<file path="src/rtl/wep_pkg.sv">
// shared constants, codes and types of the window extremum locator
`default_nettype none

package wep_pkg;

    localparam int SAMPLE_BITS = 16;
    localparam int MAX_SAMPLES = 4096;
    localparam int COUNT_BITS  = $clog2(MAX_SAMPLES + 1);
    localparam int POS_BITS    = 21;
    localparam int LEN_BITS    = 13;
    localparam int FRAC_BITS   = 8;
    localparam int MODE_BITS   = 2;

    // refinement datapath widths
    localparam int DIFF_BITS     = SAMPLE_BITS + 1;
    localparam int DEN_BITS      = SAMPLE_BITS + 3;
    localparam int NUM_MAG_BITS  = DIFF_BITS + FRAC_BITS - 1;
    localparam int DIVIDEND_BITS = NUM_MAG_BITS + 2;
    localparam int DIVISOR_BITS  = SAMPLE_BITS + 3;
    localparam int QUOT_BITS     = FRAC_BITS + 1;
    localparam int SHIFT_BITS    = DIVISOR_BITS + QUOT_BITS - 1;
    localparam int DIV_STEPS     = QUOT_BITS;
    localparam int STEP_BITS     = $clog2(DIV_STEPS);

    localparam logic [MODE_BITS-1:0] MODE_BOTH = 2'd0;
    localparam logic [MODE_BITS-1:0] MODE_MAX  = 2'd1;
    localparam logic [MODE_BITS-1:0] MODE_MIN  = 2'd2;

    typedef enum logic [1:0] {
        S_TRACK,
        S_LOCATE,
        S_DIVIDE,
        S_EMIT
    } wep_state_t;

    typedef struct packed {
        logic track;
        logic locate;
        logic div_step;
        logic emit;
    } wep_cmd_t;

    typedef struct packed {
        logic need_div;
        logic out_free;
    } wep_status_t;

endpackage

`default_nettype wire

</file>
<file path="src/rtl/wep_in_if.sv">
// sample channel: valid, ready and one sample of the window
`default_nettype none

interface wep_in_if;
    logic                                      valid;
    logic                                      ready;
    logic signed [wep_pkg::SAMPLE_BITS-1:0]    sample_value;
    logic                                      last_sample;

    modport source (output valid, output sample_value, output last_sample, input ready);
    modport sink   (input valid, input sample_value, input last_sample, output ready);
endinterface

`default_nettype wire

</file>
<file path="src/rtl/wep_out_if.sv">
// result channel: valid, ready, refined position and window length
`default_nettype none

interface wep_out_if;
    logic                             valid;
    logic                             ready;
    logic [wep_pkg::POS_BITS-1:0]     position_q8;
    logic [wep_pkg::LEN_BITS-1:0]     window_length;

    modport source (output valid, output position_q8, output window_length, input ready);
    modport sink   (input valid, input position_q8, input window_length, output ready);
endinterface

`default_nettype wire

</file>
<file path="src/rtl/wep_datapath.sv">
// extremum tracking, special-case selection, restoring divider and output register
`default_nettype none

module wep_datapath (
    input  wire logic                                   clk,
    input  wire logic                                   rst_n,
    input  wire logic                                   cfg_wr_en,
    input  wire logic [wep_pkg::MODE_BITS-1:0]          cfg_wr_data,
    input  wire logic signed [wep_pkg::SAMPLE_BITS-1:0] sample_value,
    input  wire wep_pkg::wep_cmd_t                      cmd,
    output wep_pkg::wep_status_t                        status,
    output logic                                        out_valid,
    input  wire logic                                   out_ready,
    output logic [wep_pkg::POS_BITS-1:0]                position_q8,
    output logic [wep_pkg::LEN_BITS-1:0]                window_length
);

    localparam int SB = wep_pkg::SAMPLE_BITS;
    localparam int CB = wep_pkg::COUNT_BITS;
    localparam int PB = wep_pkg::POS_BITS;

    // window state
    logic [wep_pkg::MODE_BITS-1:0] mode_reg, mode_next;
    logic [CB-1:0]         count_reg, count_next;
    logic signed [SB-1:0]  min_reg, min_next, max_reg, max_next;
    logic [CB-1:0]         min_idx_reg, min_idx_next, max_idx_reg, max_idx_next;
    logic signed [SB-1:0]  lmin_reg, lmin_next, rmin_reg, rmin_next;
    logic signed [SB-1:0]  lmax_reg, lmax_next, rmax_reg, rmax_next;
    logic signed [SB-1:0]  prev_reg, prev_next, first_reg, first_next;
    logic [1:0]            await_reg, await_next;

    // divider and output state
    logic [PB-1:0]                          base_reg, base_next;
    logic                                   neg_reg, neg_next;
    logic [wep_pkg::DIVIDEND_BITS-1:0]      rem_reg, rem_next;
    logic [wep_pkg::SHIFT_BITS-1:0]         dsh_reg, dsh_next;
    logic [wep_pkg::QUOT_BITS-1:0]          quot_reg, quot_next;
    logic                                   out_valid_reg, out_valid_next;
    logic [PB-1:0]                          pos_reg, pos_next;
    logic [wep_pkg::LEN_BITS-1:0]           len_reg, len_next;

    // locate logic
    logic [wep_pkg::MODE_BITS-1:0]          eff_mode;
    logic signed [SB:0]                     map_first, map_prev;
    logic [SB:0]                            abs_min, abs_max;
    logic [CB-1:0]                          idx;
    logic                                   sel_min;
    logic signed [SB-1:0]                   lv, cv, rv;
    logic signed [wep_pkg::DIFF_BITS-1:0]   diff;
    logic signed [wep_pkg::DEN_BITS-1:0]    den;
    logic [wep_pkg::DIFF_BITS-1:0]          diff_mag;
    logic [wep_pkg::DEN_BITS-1:0]           den_mag;
    logic [wep_pkg::DIVIDEND_BITS-1:0]      dividend;
    logic [wep_pkg::DIVISOR_BITS-1:0]       divisor;
    logic [PB-1:0]                          base;
    logic [PB-1:0]                          idx_pos;
    logic                                   need_div;
    logic [wep_pkg::SHIFT_BITS-1:0]         rem_ext;
    logic                                   at_limit;

    function automatic logic signed [SB:0] mode_map(
        input logic [wep_pkg::MODE_BITS-1:0] m,
        input logic signed [SB-1:0]          v
    );
        logic signed [SB:0] w;
        begin
            w = (SB + 1)'(v);
            case (m)
                wep_pkg::MODE_MAX: mode_map = w;
                wep_pkg::MODE_MIN: mode_map = -w;
                default:           mode_map = (w < 0) ? -w : w;
            endcase
        end
    endfunction

    // ---------------- tracking ----------------
    assign at_limit = (count_reg >= CB'(wep_pkg::MAX_SAMPLES));

    always_comb
    begin
        mode_next    = cfg_wr_en ? cfg_wr_data : mode_reg;
        count_next   = count_reg;
        min_next     = min_reg;
        max_next     = max_reg;
        min_idx_next = min_idx_reg;
        max_idx_next = max_idx_reg;
        lmin_next    = lmin_reg;
        rmin_next    = rmin_reg;
        lmax_next    = lmax_reg;
        rmax_next    = rmax_reg;
        prev_next    = prev_reg;
        first_next   = first_reg;
        await_next   = await_reg;
        if (cmd.track && !at_limit)
        begin
            count_next = count_reg + CB'(1);
            prev_next  = sample_value;
            if (count_reg == '0)
            begin
                min_next     = sample_value;
                max_next     = sample_value;
                min_idx_next = CB'(1);
                max_idx_next = CB'(1);
                first_next   = sample_value;
                await_next   = 2'b00;
            end
            else
            begin
                if (await_reg[0])
                begin
                    rmin_next = sample_value;
                end
                if (await_reg[1])
                begin
                    rmax_next = sample_value;
                end
                await_next = 2'b00;
                if (sample_value < min_reg)
                begin
                    min_next      = sample_value;
                    min_idx_next  = count_reg + CB'(1);
                    lmin_next     = prev_reg;
                    await_next[0] = 1'b1;
                end
                if (sample_value > max_reg)
                begin
                    max_next      = sample_value;
                    max_idx_next  = count_reg + CB'(1);
                    lmax_next     = prev_reg;
                    await_next[1] = 1'b1;
                end
            end
        end
        if (cmd.emit)
        begin
            count_next = '0;
            await_next = 2'b00;
        end
    end

    // ---------------- locate ----------------
    always_comb
    begin
        case (mode_reg)
            wep_pkg::MODE_MAX: eff_mode = wep_pkg::MODE_MAX;
            wep_pkg::MODE_MIN: eff_mode = wep_pkg::MODE_MIN;
            default:           eff_mode = wep_pkg::MODE_BOTH;
        endcase
    end

    assign map_first = mode_map(eff_mode, first_reg);
    assign map_prev  = mode_map(eff_mode, prev_reg);
    assign abs_min   = (min_reg < 0) ? (SB + 1)'(-(SB + 1)'(min_reg)) : (SB + 1)'(min_reg);
    assign abs_max   = (max_reg < 0) ? (SB + 1)'(-(SB + 1)'(max_reg)) : (SB + 1)'(max_reg);

    always_comb
    begin
        case (eff_mode)
            wep_pkg::MODE_MAX: idx = max_idx_reg;
            wep_pkg::MODE_MIN: idx = min_idx_reg;
            default:           idx = (abs_min > abs_max) ? min_idx_reg : max_idx_reg;
        endcase
    end

    assign sel_min = (idx == min_idx_reg)
                  && ((eff_mode == wep_pkg::MODE_MIN) || (idx != max_idx_reg));
    assign lv = sel_min ? lmin_reg : lmax_reg;
    assign cv = sel_min ? min_reg  : max_reg;
    assign rv = sel_min ? rmin_reg : rmax_reg;

    assign diff = wep_pkg::DIFF_BITS'(rv) - wep_pkg::DIFF_BITS'(lv);
    assign den  = (wep_pkg::DEN_BITS'(cv) <<< 1) - wep_pkg::DEN_BITS'(lv)
                - wep_pkg::DEN_BITS'(rv);
    assign diff_mag = (diff < 0) ? wep_pkg::DIFF_BITS'(-diff) : wep_pkg::DIFF_BITS'(diff);
    assign den_mag  = (den < 0) ? wep_pkg::DEN_BITS'(-den) : wep_pkg::DEN_BITS'(den);

    // q = (2*|num| + |den|) / (2*|den|), num = 128*(r-l)
    assign dividend = (wep_pkg::DIVIDEND_BITS'(diff_mag) << wep_pkg::FRAC_BITS)
                    + wep_pkg::DIVIDEND_BITS'(den_mag);
    assign divisor  = wep_pkg::DIVISOR_BITS'(den_mag) << 1;

    assign idx_pos = PB'(idx) << wep_pkg::FRAC_BITS;

    always_comb
    begin
        need_div = 1'b0;
        base     = idx_pos;
        if (count_reg <= CB'(1))
        begin
            base = PB'(1) << wep_pkg::FRAC_BITS;
        end
        else if (count_reg == CB'(2))
        begin
            if (map_first > map_prev)
            begin
                base = PB'(1) << wep_pkg::FRAC_BITS;
            end
            else if (map_first < map_prev)
            begin
                base = PB'(2) << wep_pkg::FRAC_BITS;
            end
            else
            begin
                base = PB'(3) << (wep_pkg::FRAC_BITS - 1);
            end
        end
        else if (min_reg == max_reg)
        begin
            // flat window: midpoint
            base = PB'({1'b0, count_reg} + (CB + 1)'(1)) << (wep_pkg::FRAC_BITS - 1);
        end
        else if ((idx <= CB'(1)) || (idx >= count_reg))
        begin
            base = idx_pos;
        end
        else
        begin
            need_div = (den != '0);
        end
    end

    // ---------------- divider and output ----------------
    assign rem_ext = wep_pkg::SHIFT_BITS'(rem_reg);

    always_comb
    begin
        base_next = base_reg;
        neg_next  = neg_reg;
        rem_next  = rem_reg;
        dsh_next  = dsh_reg;
        quot_next = quot_reg;
        if (cmd.locate)
        begin
            base_next = base;
            neg_next  = (diff < 0) ^ (den < 0);
            rem_next  = dividend;
            dsh_next  = wep_pkg::SHIFT_BITS'(divisor) << (wep_pkg::QUOT_BITS - 1);
            quot_next = '0;
        end
        else if (cmd.div_step)
        begin
            dsh_next = dsh_reg >> 1;
            if (rem_ext >= dsh_reg)
            begin
                rem_next  = wep_pkg::DIVIDEND_BITS'(rem_ext - dsh_reg);
                quot_next = {quot_reg[wep_pkg::QUOT_BITS-2:0], 1'b1};
            end
            else
            begin
                quot_next = {quot_reg[wep_pkg::QUOT_BITS-2:0], 1'b0};
            end
        end
    end

    always_comb
    begin
        out_valid_next = out_valid_reg;
        pos_next       = pos_reg;
        len_next       = len_reg;
        if (cmd.emit)
        begin
            out_valid_next = 1'b1;
            pos_next       = neg_reg ? (base_reg - PB'(quot_reg)) : (base_reg + PB'(quot_reg));
            len_next       = wep_pkg::LEN_BITS'(count_reg);
        end
        else if (out_ready)
        begin
            out_valid_next = 1'b0;
        end
    end

    always_ff @(posedge clk or negedge rst_n)
    begin
        if (!rst_n)
        begin
            mode_reg      <= wep_pkg::MODE_BOTH;
            count_reg     <= '0;
            await_reg     <= 2'b00;
            out_valid_reg <= 1'b0;
        end
        else
        begin
            mode_reg      <= mode_next;
            count_reg     <= count_next;
            await_reg     <= await_next;
            out_valid_reg <= out_valid_next;
        end
    end

    always_ff @(posedge clk)
    begin
        min_reg     <= min_next;
        max_reg     <= max_next;
        min_idx_reg <= min_idx_next;
        max_idx_reg <= max_idx_next;
        lmin_reg    <= lmin_next;
        rmin_reg    <= rmin_next;
        lmax_reg    <= lmax_next;
        rmax_reg    <= rmax_next;
        prev_reg    <= prev_next;
        first_reg   <= first_next;
        base_reg    <= base_next;
        neg_reg     <= neg_next;
        rem_reg     <= rem_next;
        dsh_reg     <= dsh_next;
        quot_reg    <= quot_next;
        pos_reg     <= pos_next;
        len_reg     <= len_next;
    end

    assign status.need_div = need_div;
    assign status.out_free = !out_valid_reg || out_ready;
    assign out_valid       = out_valid_reg;
    assign position_q8     = pos_reg;
    assign window_length   = len_reg;

endmodule

`default_nettype wire

</file>
<file path="src/rtl/wep_controller.sv">
// sequencer: sample tracking, locate, divider steps and result hand-off
`default_nettype none

module wep_controller (
    input  wire logic                 clk,
    input  wire logic                 rst_n,
    input  wire logic                 in_valid,
    input  wire logic                 in_last,
    output logic                      in_ready,
    input  wire wep_pkg::wep_status_t status,
    output wep_pkg::wep_cmd_t         cmd
);

    wep_pkg::wep_state_t               state_reg, state_next;
    logic [wep_pkg::STEP_BITS-1:0]     step_reg, step_next;

    always_comb
    begin
        state_next = state_reg;
        step_next  = step_reg;
        case (state_reg)
            wep_pkg::S_TRACK:
            begin
                if (in_valid && in_last)
                begin
                    state_next = wep_pkg::S_LOCATE;
                end
            end
            wep_pkg::S_LOCATE:
            begin
                step_next  = wep_pkg::STEP_BITS'(wep_pkg::DIV_STEPS - 1);
                state_next = status.need_div ? wep_pkg::S_DIVIDE : wep_pkg::S_EMIT;
            end
            wep_pkg::S_DIVIDE:
            begin
                step_next = step_reg - wep_pkg::STEP_BITS'(1);
                if (step_reg == '0)
                begin
                    state_next = wep_pkg::S_EMIT;
                end
            end
            wep_pkg::S_EMIT:
            begin
                if (status.out_free)
                begin
                    state_next = wep_pkg::S_TRACK;
                end
            end
            default:
            begin
                state_next = wep_pkg::S_TRACK;
            end
        endcase
    end

    always_comb
    begin
        in_ready     = 1'b0;
        cmd.track    = 1'b0;
        cmd.locate   = 1'b0;
        cmd.div_step = 1'b0;
        cmd.emit     = 1'b0;
        case (state_reg)
            wep_pkg::S_TRACK:
            begin
                in_ready  = 1'b1;
                cmd.track = in_valid;
            end
            wep_pkg::S_LOCATE:
            begin
                cmd.locate = 1'b1;
            end
            wep_pkg::S_DIVIDE:
            begin
                cmd.div_step = 1'b1;
            end
            wep_pkg::S_EMIT:
            begin
                cmd.emit = status.out_free;
            end
            default:
            begin
                in_ready = 1'b0;
            end
        endcase
    end

    always_ff @(posedge clk or negedge rst_n)
    begin
        if (!rst_n)
        begin
            state_reg <= wep_pkg::S_TRACK;
            step_reg  <= '0;
        end
        else
        begin
            state_reg <= state_next;
            step_reg  <= step_next;
        end
    end

endmodule

`default_nettype wire

</file>
<file path="src/rtl/window_extremum_parabolic.sv">
// top level of the window extremum locator
`default_nettype none

// Takes one signed sample per transaction and tracks the first minimum and first
// maximum of the window with their neighbours. Non-final samples are taken one per
// cycle. The final sample (last_sample set) is followed by the locate state, then,
// only when the position is refined by parabolic interpolation, the restoring
// divider (one quotient bit per cycle), then the emit state, which waits for a free
// output register, loads it and clears the window; the next window's first sample
// is taken after that. The result waits in the output register while the next
// window runs; a new result waits for it to be taken. The mode on cfg_wr_data
// selects both extrema by larger magnitude (0, also 3), maxima (1) or minima (2);
// write it only between windows. Samples beyond 4096 in a window are ignored.
module window_extremum_parabolic (
    input  wire logic                               clk,
    input  wire logic                               rst_n,
    input  wire logic                               cfg_wr_en,
    input  wire logic [wep_pkg::MODE_BITS-1:0]      cfg_wr_data,
    wep_in_if.sink                                  in_ch,
    wep_out_if.source                               out_ch
);

    wep_pkg::wep_cmd_t    cmd;
    wep_pkg::wep_status_t status;

    wep_controller u_ctrl (
        .clk      (clk),
        .rst_n    (rst_n),
        .in_valid (in_ch.valid),
        .in_last  (in_ch.last_sample),
        .in_ready (in_ch.ready),
        .status   (status),
        .cmd      (cmd)
    );

    wep_datapath u_dp (
        .clk           (clk),
        .rst_n         (rst_n),
        .cfg_wr_en     (cfg_wr_en),
        .cfg_wr_data   (cfg_wr_data),
        .sample_value  (in_ch.sample_value),
        .cmd           (cmd),
        .status        (status),
        .out_valid     (out_ch.valid),
        .out_ready     (out_ch.ready),
        .position_q8   (out_ch.position_q8),
        .window_length (out_ch.window_length)
    );

endmodule

`default_nettype wire
</file>
<file path="src/flat_wrapper.sv">
// flat-port wrapper written by rule: the top's interface ports become plain ports
module window_extremum_parabolic_flat 
  (clk, rst_n, cfg_wr_en, cfg_wr_data, in_ch_valid, in_ch_sample_value, in_ch_last_sample, in_ch_ready, out_ch_valid, out_ch_position_q8, out_ch_window_length, out_ch_ready);
  wep_in_if in_ch_i ();
  wep_out_if out_ch_i ();
  input  wire logic clk;
  input  wire logic rst_n;
  input  wire logic cfg_wr_en;
  input  wire logic [wep_pkg::MODE_BITS-1:0] cfg_wr_data;
  input wire logic [$bits(in_ch_i.valid)-1:0] in_ch_valid;
  input wire logic [$bits(in_ch_i.sample_value)-1:0] in_ch_sample_value;
  input wire logic [$bits(in_ch_i.last_sample)-1:0] in_ch_last_sample;
  output wire logic [$bits(in_ch_i.ready)-1:0] in_ch_ready;
  output wire logic [$bits(out_ch_i.valid)-1:0] out_ch_valid;
  output wire logic [$bits(out_ch_i.position_q8)-1:0] out_ch_position_q8;
  output wire logic [$bits(out_ch_i.window_length)-1:0] out_ch_window_length;
  input wire logic [$bits(out_ch_i.ready)-1:0] out_ch_ready;
  assign in_ch_i.valid = in_ch_valid;
  assign in_ch_i.sample_value = in_ch_sample_value;
  assign in_ch_i.last_sample = in_ch_last_sample;
  assign in_ch_ready = in_ch_i.ready;
  assign out_ch_valid = out_ch_i.valid;
  assign out_ch_position_q8 = out_ch_i.position_q8;
  assign out_ch_window_length = out_ch_i.window_length;
  assign out_ch_i.ready = out_ch_ready;
  window_extremum_parabolic u_core (.clk(clk), .rst_n(rst_n), .cfg_wr_en(cfg_wr_en), .cfg_wr_data(cfg_wr_data), .in_ch(in_ch_i), .out_ch(out_ch_i));
endmodule
</file>
<file path="config.mk">
export PLATFORM = sky130hd
export DESIGN_NAME = window_extremum_parabolic_flat
export DESIGN_NICKNAME = d
export VERILOG_FILES = /design/src/rtl/wep_pkg.sv /design/src/rtl/wep_in_if.sv /design/src/rtl/wep_out_if.sv /design/src/rtl/wep_datapath.sv /design/src/rtl/wep_controller.sv /design/src/rtl/window_extremum_parabolic.sv /design/src/flat_wrapper.sv
export SDC_FILE = /design/constraint.sdc
export NUM_CORES = 1
export LEC_CHECK = 0
export BUFFER_PORTS_ARGS = -buffer_cell sky130_fd_sc_hd__buf_2
export CAP_MARGIN = 20
export CORE_MARGIN = 1.5
export CORE_UTILIZATION = 29
export DETAILED_ROUTE_END_ITERATION = 12
export GPL_TIMING_DRIVEN = 0
export PLACE_DENSITY_LB_ADDON = 0.25
export RECOVER_POWER = 25
export SYNTH_ARGS = -nofsm -noshare
export SYNTH_HDL_FRONTEND = slang
export SYNTH_HIERARCHICAL = 1
export SYNTH_SLANG_ARGS = --single-unit
export TNS_END_PERCENT = 10
</file>
<file path="constraint.sdc">
create_clock -name clk -period 25.6 [get_ports clk]
set_input_delay 2.56 -clock clk [delete_from_list [all_inputs] [get_ports clk]]
set_output_delay 2.56 -clock clk [all_outputs]
set_load 0.01 [all_outputs]
</file>
# Word-level counts from Yosys, hierarchy flattened

Index checks and enable logic that the tools add are counted.

Register bits after elaboration: 296
Input port bits: 24
Output and inout port bits: 36
Logic and storage cells: 155

Add/sub/neg operators: 16
Magnitude comparators: 16
Equality and inequality tests: 14
Muxes and demuxes: 55
Bitwise gates (word level): 2
Reductions and logical operators: 28

Operator list:

| kind                                                                          | number |
|---|---|
| 16-bit 2-to-1 mux                                                             | 7 |
| 17-bit 2-to-1 mux                                                             | 5 |
| 26-bit 2-to-1 mux                                                             | 3 |
| 16-bit negator with 17-bit output                                             | 4 |
| 17-bit case mux with 2 select lines                                           | 2 |
| 13-bit 2-to-1 mux                                                             | 5 |
| 16-bit by 1-bit less-than comparator with 1-bit output, second input constant | 4 |
| 21-bit 2-to-1 mux                                                             | 3 |
| 27-bit 2-to-1 mux                                                             | 2 |
| 17-bit > comparator                                                           | 2 |
| 26-bit by 27-bit greater-or-equal comparator with 1-bit output                | 1 |
| 25-bit by 19-bit adder with 26-bit output                                     | 1 |
| 13-bit by 1-bit <= comparator with 1-bit output, second input constant        | 2 |
| 13-bit case mux with 2 select lines                                           | 1 |
| 26-bit subtractor                                                             | 1 |
| 21-bit by 9-bit adder with 21-bit output                                      | 1 |
| 21-bit by 9-bit subtractor with 21-bit output                                 | 1 |
| 10-bit 2-to-1 mux                                                             | 2 |
| 19-bit by 1-bit less-than comparator with 1-bit output, second input constant | 1 |
| 19-bit 2-to-1 mux                                                             | 1 |
| 19-bit negator                                                                | 1 |
| 19-bit nonzero test                                                           | 1 |
| 18-bit by 16-bit subtractor with 19-bit output                                | 1 |
| 17-bit by 16-bit subtractor with 18-bit output                                | 1 |
| other kinds (34)                                                              | 78 |

# Longest topological paths before layout

Depth after elaboration: 18
Mapped depth: 43
Gate-level depth less buffers: 42

# Cells and area by module

Netlist, hierarchy kept.

Modules (own cells, without submodules):

| module         | times used | cells an instance | area each (sq um) | sequential area each (sq um) |
|---|---|---|---|---|
| wep_datapath   | 1          | 2,194             | 21,333.0          | 8,227.9 |
| wep_controller | 1          | 43                | 400.4             | 150.1 |

# Least setup slack after synthesis

OpenSTA, ideal clock, no wires.

Path kind: flip-flop to flip-flop
From: register u_core.u_dp.max_reg[2]
To: register u_core/u_dp/rem_reg[23] (netlist bit) (data pin)
Setup time: 255 ps
Arrival time: 9,599 ps
Data required time: 25,345 ps
Slack: 15,746 ps
Cell stages (with the launch flop): 41
Path buffers: 3
Clock period less this slack: 9,854 ps
Cell sequence: edfxtp_1 > clkbuf_1 > nor3_1 > nand2_1 > or4_1 > o21ai_0 > xnor2_1 > ha_1 > and2_0 > a221o_1 > a221oi_1 > o21ai_1 > and3_1 > a21oi_1 > clkbuf_1 > clkbuf_1 > mux2i_1 > inv_1 > [... 5 more ...] > a21o_1 > or3_1 > a21oi_1 > a32o_1 > o21ai_0 > or4_2 > nor3_1 > nor2_1 > xor2_1 > ha_1 > a21oi_1 > and2b_2 > nand2_1 > mux2i_1 > or4_4 > a41o_4 > a21o_1 > a31o_1

Cells in the longest elaborated chain, start to end: 15
Elaborated cells on any way between the ends: 24
Those cells by class: add/sub (7); order compare (4); eq/ne (2); mux (9); reduce/logical (2)

RTL lines:

| what                                                                                                        | line                                     | source |
|---|---|---|
| start: declaration                                                                                          | wep_datapath.sv:25                       | `logic signed [SB-1:0] min_reg, min_next, max_reg, max_next;` |
| start signal: assignment                                                                                    | wep_datapath.sv:293                      | `max_reg <= max_next;` |
| 16-bit negator with 17-bit output or 16-bit by 1-bit less-than comparator with 1-bit output (tied branches) | wep_datapath.sv:154                      | `assign abs_max = (max_reg < 0) ? (SB + 1)'(-(SB + 1)'(max_reg)) : (SB + 1)'(max_reg);` |
| 17-bit 2-to-1 mux                                                                                           | wep_datapath.sv:154                      |  |
| 17-bit > comparator                                                                                         | wep_datapath.sv:161                      | `default: idx = (abs_min > abs_max) ? min_idx_reg : max_idx_reg;` |
| 13-bit 2-to-1 mux                                                                                           | wep_datapath.sv:161                      |  |
| 13-bit case mux with 2 select lines                                                                         | wep_datapath.sv:158                      | `case (eff_mode)` |
| 13-bit != test                                                                                              | wep_datapath.sv:166                      | `&& ((eff_mode == wep_pkg::MODE_MIN) \|\| (idx != max_idx_reg));` |
| 1-bit logical OR                                                                                            | wep_datapath.sv:166                      |  |
| 1-bit logical AND                                                                                           | wep_datapath.sv:166                      |  |
| 16-bit 2-to-1 mux, on equally long branches                                                                 | wep_datapath.sv:167, wep_datapath.sv:168 |  |
| 17-bit by 16-bit subtractor with 18-bit output                                                              | wep_datapath.sv:172                      | `assign den = (wep_pkg::DEN_BITS'(cv) <<< 1) - wep_pkg::DEN_BITS'(lv)` |
| 18-bit by 16-bit subtractor with 19-bit output                                                              | wep_datapath.sv:173                      | `- wep_pkg::DEN_BITS'(rv);` |
| 19-bit negator or 19-bit by 1-bit less-than comparator with 1-bit output (tied branches)                    | wep_datapath.sv:175                      | `assign den_mag = (den < 0) ? wep_pkg::DEN_BITS'(-den) : wep_pkg::DEN_BITS'(den);` |
| 19-bit 2-to-1 mux                                                                                           | wep_datapath.sv:175                      |  |
| 25-bit by 19-bit adder with 26-bit output *                                                                 | wep_datapath.sv:179                      | `+ wep_pkg::DIVIDEND_BITS'(den_mag);` |
| 26-bit 2-to-1 mux *                                                                                         | wep_datapath.sv:232                      | `if (cmd.locate)` |
| via u_core.u_dp.rem_next (one bit)                                                                          | wep_datapath.sv:35                       | `logic [wep_pkg::DIVIDEND_BITS-1:0] rem_reg, rem_next;` |
| end signal: assignment                                                                                      | wep_datapath.sv:304                      | `rem_reg <= rem_next;` |
| end: declaration                                                                                            | wep_datapath.sv:35                       |  |

Mark *: on every way through the listed nets, which the timed path passes. The rest lies on a longest branch.
A chain may end at the register's enable or synchronous reset.

# Worst setup path after layout

From: register u_core.u_dp.min_reg[2]
To: register u_core/u_dp/rem_reg[20] (netlist bit) (data pin)

Cells in the longest elaborated chain, start to end: 15
Elaborated cells on any way between the ends: 24
Those cells by class: add/sub (7); order compare (4); eq/ne (2); mux (9); reduce/logical (2)

RTL lines:

| what                                                                                                        | line                                     | source |
|---|---|---|
| start: declaration                                                                                          | wep_datapath.sv:25                       |  |
| start signal: assignment                                                                                    | wep_datapath.sv:292                      | `min_reg <= min_next;` |
| 16-bit negator with 17-bit output or 16-bit by 1-bit less-than comparator with 1-bit output (tied branches) | wep_datapath.sv:153                      | `assign abs_min = (min_reg < 0) ? (SB + 1)'(-(SB + 1)'(min_reg)) : (SB + 1)'(min_reg);` |
| 17-bit 2-to-1 mux                                                                                           | wep_datapath.sv:153                      |  |
| 17-bit > comparator                                                                                         | wep_datapath.sv:161                      |  |
| 13-bit 2-to-1 mux                                                                                           | wep_datapath.sv:161                      |  |
| 13-bit case mux with 2 select lines                                                                         | wep_datapath.sv:158                      |  |
| 13-bit != test                                                                                              | wep_datapath.sv:166                      |  |
| 1-bit logical OR                                                                                            | wep_datapath.sv:166                      |  |
| 1-bit logical AND                                                                                           | wep_datapath.sv:166                      |  |
| 16-bit 2-to-1 mux, on equally long branches                                                                 | wep_datapath.sv:167, wep_datapath.sv:168 |  |
| 17-bit by 16-bit subtractor with 18-bit output                                                              | wep_datapath.sv:172                      |  |
| 18-bit by 16-bit subtractor with 19-bit output                                                              | wep_datapath.sv:173                      |  |
| 19-bit negator or 19-bit by 1-bit less-than comparator with 1-bit output (tied branches)                    | wep_datapath.sv:175                      |  |
| 19-bit 2-to-1 mux                                                                                           | wep_datapath.sv:175                      |  |
| 25-bit by 19-bit adder with 26-bit output *                                                                 | wep_datapath.sv:179                      |  |
| 26-bit 2-to-1 mux *                                                                                         | wep_datapath.sv:232                      |  |
| via u_core.u_dp.rem_next (one bit)                                                                          | wep_datapath.sv:35                       |  |

Marked as above.

==> summary.md <==
| Metric | Value |
|---|---|
| Status | `completed` |
| Setup-failing EPs final | `0` |
| CP Capture Type | `flop` |
| Rows | `100` |
| GR Overflow Total | `0` |
| Most frequent cells in the layout | `247 x edfxtp_1, 223 x inv_1, 202 x ha_1, 160 x nand2_1, 159 x nor2_1` |
| Initial DRC Count | `988` |
| CTS Buffer Depth | `3` |
| Rel. slew slack | `33.4%` |
| Post-route cell area | `24,500 um^2` |
| Clock root buffer | `clkbuf_16` |
| Die Wd | `277 um` |
| Final std cells w/o fill | `3,333` |
| Area post-placement | `23,400 um^2` |
| Area growth syn-to-layout | `12.9%` |
| Hold Crit Class | `flop to flop` |
| TritonCTS Buffers | `36` |
| H-tree depth | `2` |
| Crit Path Class | `flop to flop` |
| Per-cell routed wire length | `18.4 um` |
| Largest net degree at the start of global routing | `36` |
| RSZ-0062 raised after global routing | `no` |
| Via count | `17,000` |
| Max cap viols | `0` |
| Port Buffers | `59` |
| Tmin final | `12.20 ns` |
| Post-synth net total | `2,480` |
| Flops & latches, synth | `289` |
| Post-DR vias/cell | `5.09` |
| Fin. Hold Viols | `0` |
| DP Wirelength | `47.7 mm` |
| Synthesized area | `21,700 um^2` |
| Fin. max-slew vios | `0` |
| Worst hold margin | `0.494 ns` |
| Arrival time at the worst endpoint | `12.61 ns` |
| Worst-path maximum fanout | `10` |
| Top_reg_cell synth | `edfxtp_1` |
| First-pass GRT wire length | `95.1 mm` |
| Worst setup path startpoint | `u_core/u_dp/min_reg[2]` |
| Sequential fraction of the synthesis area | `38.5%` |
| Share of cells above drive strength 1 | `8.38%` |
| Synthesized instance count | `2,237` |
| CP required | `26.01 ns` |
| Final Cycle Share | `47.7%` |
| Setup Fix Bufs, Post-CTS | `0` |
| Initial Util | `29.2%` |
| CP Launch Type | `flop` |
| Yosys warns | `6` |
| Reg2reg start | `u_core/u_dp/min_reg[2]` |
| Vias in the first global route | `16,800` |
| Hold path start | `u_core/u_ctrl/step_reg[3]` |
| Most common cell after layout, fill and taps aside | `edfxtp_1` |
| Slowest cell delay on critical path | `0.63 ns` |
| Syn avg cell area | `9.72 um^2` |
| Clock Sinks | `289` |
| Core box area | `74,300 um^2` |
| Setup TNS | `0 ns` |
| Die ar. | `76,600 um^2` |
| Hold-fix buffers, CTS | `0` |
| Placed cells | `3,272` |
| Fillers | `7,689` |
| Clock Latency Late Sink | `0.55 ns` |
| Max reg flops | `27` |
| # IOs | `60` |
| Synth unique cells | `106` |
| Async SR Flop Fraction | `8.30%` |
| Routability cong. | `0.858` |
| Post-route DRC | `0` |
| Least-Margin Pin Slew | `0.986 ns` |
| Drt pass-1 iters | `6` |
| Slowest CP cell | `clkbuf_1` |
| Max frequency | `0.0819 GHz` |
| Total GRT Usage | `15.6%` |
| Post-CTS resize count | `0` |
| Routed Antenna Nets | `0` |
| Diode count | `0` |
| Post-Route WL | `61.2 mm` |
| Nets@finish | `2,584` |
| CTS tree | `done` |
| CTS clk-pin slew, worst paths | `0.06 ns` |
| Post-synth EDFFs | `247` |
| Die height | `277 um` |
| Skew final | `0.0201 ns` |
| Initial antenna violation count | `0` |
-- per-stage QoR --
stage | util [%] | setup slack, ns
floorplan | - | 15.75
global placement | 31.3 | 13.46
detailed placement | 31.4 | 13.33
CTS | 33.0 | 13.29
global route | 33.0 | 12.38
finish | 33.0 | 13.40
-- critical path, delay by kind of cell, from the launching register on --
| family | cells | cell delay, ns |
|---|---|---|
| muxes | 1 | 0.42 |
| DFF | 1 | 0.42 |
| adders and majority gates | 4 | 1.63 |
| xor gates and xnor gates | 2 | 0.35 |
| buffers and inverters | 8 | 2.54 |
| AOI/OAI and AO/OA | 16 | 4.43 |
| and+or+nand+nor | 11 | 2.23 |
-- kinds of logic after synthesis --
kind of cell	count (synthesis)	synth area share, %
xor+xnor	168	7.15
buf+inv	290	5.37
flops	289	38.5
fa+ha+maj	219	13.2
compound gates	540	16.5
mux	85	4.00
other cells	2	0.0346
simple gates	644	15.2
-- synth_stat cells (6+ instances only) --
| cell | n | area, um^2 |
|---|---|---|
| or3_1 | 36 | 225 |
| dfxtp_1 | 18 | 360 |
| a31oi_1 | 19 | 119 |
| dfrtp_1 | 24 | 601 |
| a221oi_1 | 18 | 158 |
| buf_1 | 8 | 30.0 |
| edfxtp_1 | 247 | 7420 |
| clkbuf_8 | 6 | 82.6 |
| xor2_1 | 34 | 298 |
| o41ai_1 | 6 | 52.6 |
| nor2_1 | 159 | 597 |
| o21a_1 | 17 | 128 |
| a22o_1 | 9 | 78.8 |
| xnor2_1 | 127 | 1110 |
| mux2_2 | 15 | 169 |
| fa_1 | 17 | 340 |
| a31o_2 | 9 | 78.8 |
| o21ai_0 | 112 | 561 |
| o21bai_1 | 18 | 135 |
| a211oi_1 | 11 | 82.6 |
| inv_1 | 223 | 837 |
| a21oi_1 | 149 | 746 |
| a21boi_0 | 16 | 120 |
| a21o_1 | 51 | 383 |
| and4_1 | 6 | 52.6 |
| nor4_1 | 26 | 163 |
| clkbuf_1 | 48 | 180 |
| nand3_1 | 43 | 215 |
| and3_1 | 16 | 100 |
| nor2b_1 | 25 | 156 |
| o22ai_1 | 9 | 56.3 |
| a211o_1 | 6 | 52.6 |
| nand4_1 | 40 | 250 |
| or2_2 | 9 | 56.3 |
| nor3_1 | 36 | 180 |
| o211ai_1 | 7 | 52.6 |
| and2_1 | 13 | 81.3 |
| ha_1 | 202 | 2530 |
| or4_1 | 6 | 45.0 |
| nand2_1 | 160 | 601 |
| mux2i_1 | 70 | 701 |
| nand2b_1 | 27 | 169 |
| o31ai_1 | 24 | 180 |
-- layer usage --
| metal | share of wire (%) | wire length (um) | GRT usage [%] |
|---|---|---|---|
| met1 | 47 | 28600 | 20.8 |
| met2 | 46 | 28400 | 26.2 |
| met3 | 3.9 | 2370 | 1.79 |
| met4 | 3.1 | 1880 | 5.44 |
| met5 | 0 | 0 | 0 |
-- final cells by class --
type                            instances  area [um^2]  area share [%]
Clock inverter                         17          228           0.928
Buffer                                 67          330            1.35
Multi-Input combinational cell       1658        12200            49.7
Inverter                              223          837            3.41
Clock buffer                           44          962            3.92
Timing Repair Buffer                   66          384            1.57
Sequential cell                       289         8380            34.1
Tap cell                              969         1210            4.94
-- path summary, 6_finish.rpt --
check                                                 end  slack [ns]  cells after the start
min in group asynchronous        u_core/u_dp/count_reg[5]        2.05                      1
max in group asynchronous           u_core/u_dp/out_valid       23.10                      1
worst min-delay path            u_core/u_ctrl/step_reg[3]        0.49                      1
worst max-delay path              u_core/u_dp/rem_reg[20]       13.40                     42
worst max register to register    u_core/u_dp/rem_reg[20]       13.40                     42
worst min register to register  u_core/u_ctrl/step_reg[3]        0.49                      1
Power is left out: the tool's default activity adds up to more than one toggle a clock period on the data nets, which glitch-free logic cannot reach.
